`config.mk`:
```
export PLATFORM = sky130hd
export DESIGN_NAME = rti_name_cmp
export DESIGN_NICKNAME = d
export VERILOG_FILES = /design/src/rtl/rti_pkg.sv /design/src/rtl/rti_name_cmp.sv
export SDC_FILE = /design/constraint.sdc
export NUM_CORES = 1
export LEC_CHECK = 0
export BUFFER_PORTS_ARGS = -buffer_cell sky130_fd_sc_hd__buf_4
export CAP_MARGIN = 20
export CORE_MARGIN = 5
export CORE_UTILIZATION = 47
export DETAILED_ROUTE_END_ITERATION = 10
export PLACE_DENSITY = 0.95
export SYNTH_ARGS = -nofsm -noshare
export SYNTH_HDL_FRONTEND = slang
export SYNTH_SLANG_ARGS = --single-unit
```
`constraint.sdc`:
```
create_clock -name vclk -period 3.9
set_input_delay 0.78 -clock vclk [all_inputs]
set_output_delay 0.78 -clock vclk [all_outputs]
set_load 0.05 [all_outputs]
```
`src/rtl/rti_pkg.sv`:
```
// package for the ranked table insertion block: sizes, register codes, states, case folding
package rti_pkg;
  localparam int unsigned NumTablesDef  = 32;
  localparam int unsigned TableSlotsDef = 256;
  localparam int unsigned NameBytesDef  = 16;

  localparam logic CfgThreshold = 1'b0;
  localparam logic CfgLength    = 1'b1;

  typedef enum logic [3:0] {
    StIdle, StClear, StScanRd, StScanChk, StDecide, StShiftRd, StShiftWr, StWrite, StDone
  } state_e;

  function automatic logic [7:0] fold_case(input logic [7:0] c);
    return (c >= 8'h41 && c <= 8'h5a) ? c + 8'h20 : c;
  endfunction
endpackage

```
`src/rtl/rti_name_cmp.sv`:
```
// case-folded name compare that stops at the first zero byte
module rti_name_cmp import rti_pkg::*; #(
  parameter int unsigned NameBytes = NameBytesDef
) (
  input  logic [63:0] a_first_i,
  input  logic [63:0] a_last_i,
  input  logic [63:0] b_first_i,
  input  logic [63:0] b_last_i,
  output logic        match_o
);
  logic [127:0] a_w, b_w;
  logic [15:0]  eq, zero;
  logic         m, stop;

  assign a_w = {a_last_i, a_first_i};
  assign b_w = {b_last_i, b_first_i};

  for (genvar k = 0; k < 16; k++) begin : g_byte
    assign eq[k]   = fold_case(a_w[8*k +: 8]) == fold_case(b_w[8*k +: 8]);
    assign zero[k] = fold_case(a_w[8*k +: 8]) == 8'h00;
  end

  always_comb begin
    m = 1'b1;
    stop = 1'b0;
    for (int k = 0; k < 16; k++) begin
      if (k < NameBytes && !stop) begin
        if (!eq[k]) begin
          m = 1'b0;
          stop = 1'b1;
        end else if (zero[k]) begin
          stop = 1'b1;
        end
      end
    end
    match_o = m;
  end
endmodule

```
# After elaboration in Yosys (flattened, before gate mapping)
# Cells that the tools add are included.
[totals]
register_bits = 0
input_bits = 256
[classes]
add_sub_neg = 32
n_lt_le_gt_ge = 64
eq_ne = 16
muxes = 107
reduce_logical = 47
[op_table]
columns = ["operator", "count"]
rows = [
  ["8-bit by 6-bit adder with 8-bit output (second input constant)", 32],
  ["8-bit by 7-bit >= comparator with 1-bit output (second input constant)", 32],
  ["8-bit by 7-bit less-or-equal comparator with 1-bit output (second input constant)", 32],
  ["8-bit 2-to-1 mux", 32],
  ["8-bit == test", 16],
  ["8-bit logical NOT", 15],
  ["1-bit 2-to-1 mux", 75],
  ["1-bit logical AND", 32],
]

# Longest topological paths before layout
[depth]
depth_word = 35
mapped_depth = 10
ltp_nobuf = 10

# Least setup slack after synthesis
# OpenSTA, ideal clock, no wires.
[synth_timing]
kind = "input-to-output"
from = "input port b_first_i[40]"
to = "output port match_o"
arrival_time_ps = 3582
t_required_ps = 3120
path_slack_ps = -462
stages = 9
n_path_buf = 0
cell_sequence = "or4_1 o221a_1 a41o_1 a2111oi_1 a311o_1 o211ai_1 a221oi_2 o211ai_1 a41oi_1"
[synth_between]
elab_chain_len = 26
word_cells_on_any_way = 39
classes_between = "add/sub: 1; order compare: 2; eq/ne: 1; mux: 34; reduce/logical: 1"
[synth_rtl]
columns = ["item", "line_no", "text"]
rows = [
  ["from (decl)", "rti_name_cmp.sv:7", "input logic [63:0] b_first_i,"],
  ["8-bit by 7-bit >= comparator with 1-bit output / 8-bit by 7-bit less-or-equal comparator with 1-bit output (equally long branches)", "rti_pkg.sv:15", "return (c >= 8'h41 && c <= 8'h5a) ? c + 8'h20 : c;"],
  ["1-bit logical AND", "rti_pkg.sv:15", ""],
  ["8-bit 2-to-1 mux (*)", "rti_pkg.sv:15", ""],
  ["8-bit == test (*)", "rti_name_cmp.sv:19", "assign eq[k] = fold_case(a_w[8*k +: 8]) == fold_case(b_w[8*k +: 8]);"],
  ["1-bit 2-to-1 mux", "rti_name_cmp.sv:28", "if (!eq[k]) begin"],
  ["1-bit 2-to-1 mux", "rti_name_cmp.sv:27", "if (k < NameBytes && !stop) begin"],
  ["1-bit 2-to-1 mux", "rti_name_cmp.sv:28", ""],
  ["1-bit 2-to-1 mux", "rti_name_cmp.sv:27", ""],
  ["[... 10 more ...]", "-", ""],
  ["1-bit 2-to-1 mux", "rti_name_cmp.sv:28", ""],
  ["1-bit 2-to-1 mux", "rti_name_cmp.sv:27", ""],
  ["1-bit 2-to-1 mux", "rti_name_cmp.sv:28", ""],
  ["1-bit 2-to-1 mux", "rti_name_cmp.sv:27", ""],
  ["1-bit 2-to-1 mux", "rti_name_cmp.sv:28", ""],
  ["1-bit 2-to-1 mux", "rti_name_cmp.sv:27", ""],
  ["1-bit 2-to-1 mux", "rti_name_cmp.sv:28", ""],
  ["1-bit 2-to-1 mux (*)", "rti_name_cmp.sv:27", ""],
  ["to (decl)", "rti_name_cmp.sv:9", "output logic match_o"],
]
# Mark *: on every way between the ends. The rest lies on a longest branch, timed or not.

# Worst setup path in the final report
[layout_timing]
from = "input port a_last_i[33]"
to = "output port match_o"
[layout_between]
elab_chain_len = 12
word_cells_on_any_way = 20
classes_between = "add/sub: 1; order compare: 2; eq/ne: 1; mux: 14; reduce/logical: 2"
[layout_rtl]
columns = ["item", "line_no", "text"]
rows = [
  ["from (decl)", "rti_name_cmp.sv:6", "input logic [63:0] a_last_i,"],
  ["8-bit by 7-bit >= comparator with 1-bit output / 8-bit by 7-bit less-or-equal comparator with 1-bit output (equally long branches)", "rti_pkg.sv:15", ""],
  ["1-bit logical AND", "rti_pkg.sv:15", ""],
  ["8-bit 2-to-1 mux (*)", "rti_pkg.sv:15", ""],
  ["8-bit == test / 8-bit logical NOT (equally long branches)", "rti_name_cmp.sv:19, rti_name_cmp.sv:20", ""],
  ["1-bit 2-to-1 mux, on equally long branches", "rti_name_cmp.sv:28, rti_name_cmp.sv:31", ""],
  ["1-bit 2-to-1 mux, on equally long branches", "rti_name_cmp.sv:27, rti_name_cmp.sv:28", ""],
  ["1-bit 2-to-1 mux, on equally long branches", "rti_name_cmp.sv:28, rti_name_cmp.sv:27", ""],
  ["1-bit 2-to-1 mux", "rti_name_cmp.sv:27", ""],
  ["1-bit 2-to-1 mux", "rti_name_cmp.sv:28", ""],
  ["1-bit 2-to-1 mux", "rti_name_cmp.sv:27", ""],
  ["1-bit 2-to-1 mux", "rti_name_cmp.sv:28", ""],
  ["1-bit 2-to-1 mux (*)", "rti_name_cmp.sv:27", ""],
]
# Marks and branches as above.

==> run_results.csv <==
group,metric,value,unit
final_layout,clock_buffer_count,0,
setup_path,max_stage_delay,0.60,ns
routing,ant_nets,0,
clock_network,cts_hold_buffers,0,
synth,synth.distinct_cells,63,
final_layout,num_antenna_cells,0,
setup_path,critPathLaunchType,"input port",
pwr,p_total,0.000800,W
final_layout,flops_and_latches,0,
final_layout,layout-drive-gt1-share,0.417,
timing,timing.slew.headroom,0.647,
floorplanning,initial_utilization,0.483,
timing,rsz_0062_raised_after_global_routing,"true",
setup_path,crit_chain,"buf_4 > or4_1 > o22ai_2 > o41ai_1 > xnor2_1 > nor4_2 > o2111ai_2 > nor4_4 > o41ai_4 > a41oi_4 > buf_6",
final_layout,nNetsFinal,1299,
setup_path,cp.arrival,3.46,ns
routing,drt_drc_violations_left,0,
floorplanning,dieHeight,107,um
synth,synth.most_common_cell,"xnor2_1",
timing,finalHoldViolCount,0,
floorplanning,pin_count,257,
outcome,failed_checks,"setup timing",
synth,synth_top_area_share,0.129,
place,detailed_place_hpwl,16300,um
synth,netlist_instances,637,
setup_path,critPathBufInv,2,
routing,wire_per_inst,17.4,um
routing,total_detailed_routing_wirelength,19900,um
timing,final-max-slew-violation-count,0,
place,port_buffers,257,
timing,finalHoldWorstSlack,2.19,ns
setup_path,timing.critical_path.max_delay_family,"simple AND/OR/NAND/NOR gates",
final_layout,area_growth,72.3,%
final_layout,fill_cells,515,
global_route,grt_pass1_wl,29500,um
floorplanning,rows,35,
timing,final.period_utilization,1.09,
synth,synthesis.area,4470,sq um
pwr,power_leakage,3.40,nW
timing,postLayoutSetupSlackWorst,-0.343,ns
setup_path,crit_type,"input port to output pin",
synth,synth_area_leader_cell,"xnor2_1",
global_route,first_global_vias,6746,
synth,ys_seq_area_frac,0,
routing,vias,6839,
synth,postSynthNetCount,925,
synth,yosys_warnings,0,
routing,first_iter_violations,474,
timing,report.final.setup_viol,1,
place,finalWeightedCongestion,0.909,
synth,yosys-top-cells-count,"66 x xnor2_1, 52 x nand2_1, 47 x xor2_1",
pwr,powerDensity,104,nW/um^2
outcome,status,"finished, violations left",
floorplanning,core-area,9240,sq um
routing,firstDrtPassIters,5,
setup_path,cp_max_stage_cell,"or4_1",
global_route,grt_start_max_net_pins,10,
setup_path,crit_fanout,3,
floorplanning,die-area,11600,sq um
final_layout,sequential_cell_area,0,sq um
timing,max_clock_freq,0.236,GHz
synth,synth_top_cells_by_area,"xnor2_1 13%, xor2_1 9.2%, ha_1 9.0%, nor3_1 4.8%, nand2_1 4.4%",
final_layout,post-route-util,0.833,
synth,synth.avg_cell_area,7.01,sq um
global_route,groute.usage.overall,0.300,
pwr,power.ir.vdd_worst,0.0000644,V
timing,transition_at_the_pin_with_the_smallest_max_transition_slack,0.523,ns
flow_run,drv.max_cap_violation_count,0,
timing,setup_tns,-0.343,ns
setup_path,worstSetupEndpointType,"output pin",
setup_path,worstPathRequired,3.12,ns
min_path,holdCritPathClass,"input port to output pin",
global_route,grt-ovfl-total,0,
floorplanning,chipWidth,107,um
timing,finalCriticalPeriod,4.24,ns
global_route,antenna_found_initial,0,
routing,avgViaCountPerCell,6.01,
power by group:
part           total, W  switching, W  internal, W
Sequential            0             0            0
Clock                 0             0            0
Combinational  0.000800      0.000364     0.000436
path summary, 6_finish.rpt:
check | to | cells after the start | slack (ns) | startpoint
worst max-delay path | match_o | 11 | -0.34 | a_last_i[33]
worst min-delay path | match_o | 6 | 2.19 | a_first_i[6]
through the flow:
| step | cell area (sq um) | setup WS, ns | std cells |
|---|---|---|---|
| after floorplan | 4500 | -0.00554 | 637 |
| after CTS | 7570 | -0.308 | 1137 |
| final | 7700 | -0.343 | 1138 |
| after global routing | 7700 | -0.464 | 1138 |
| after global placement | 7440 | -0.477 | 1136 |
| after detailed placement | 7440 | -0.548 | 1136 |
worst min-delay path: stages:
cell and delay [ns]:
buf_4 0.10, nor4_1 0.05, o21bai_1 0.15, o211ai_1 0.13, a41oi_4 0.05, buf_6 0.15
cell type report:
cell class                 instances  area, sq um  area share
timing repair buffer             372         2800       0.364
tap                              129          161      0.0210
inverter                          30          113      0.0146
multi-input combinational        607         4620       0.600
timing repair:
item | CTS | global route
gates resized for setup | 22 | 19
pin swaps | 16 | 10
setup endpoints to repair | 1 | 1
setup buffers | 1 | 1
cell usage in the layout, fill, tap and decap left out, types with 6 or more instances in the layout:
| master | count |
|---|---|
| xnor2_1 | 66 |
| mux2i_1 | 6 |
| a21boi_0 | 8 |
| o22ai_2 | 6 |
| buf_4 | 369 |
| inv_1 | 30 |
| nand3_1 | 22 |
| a31oi_1 | 14 |
| nor2_1 | 35 |
| nand3b_1 | 9 |
| o41ai_1 | 13 |
| nor3_1 | 42 |
| o21ai_0 | 6 |
| nand2b_1 | 13 |
| nor4_1 | 13 |
| o221ai_1 | 8 |
| or4_1 | 16 |
| a21o_1 | 9 |
| o22ai_1 | 9 |
| nor3b_1 | 7 |
| nor2b_1 | 6 |
| xor2_1 | 47 |
| nand2_1 | 52 |
| or3_1 | 9 |
| ha_1 | 32 |
| o21bai_1 | 17 |
| a21oi_1 | 34 |
metal layers:
metal | part of all wire | up-vias | track usage
li1 | - | 3250 | -
met1 | 0.35 | 3129 | 0.310
met2 | 0.51 | 375 | 0.583
met3 | 0.091 | 85 | 0.0630
met4 | 0.048 | 0 | 0.115
met5 | 0 | - | 0
logic make-up (layout without fill, tap and decap cells):
group                      after synthesis  in the layout  share of synthesized area
and+or+nand+nor                        253            253                      0.305
AOI/OAI and AO/OA                      201            201                      0.341
adders and majority gates               32             32                     0.0896
muxes                                    8              8                     0.0182
buffers and inverters                   30            402                     0.0252
xor gates and xnor gates               113            113                      0.222
Power figures use the tool's default switching activity.
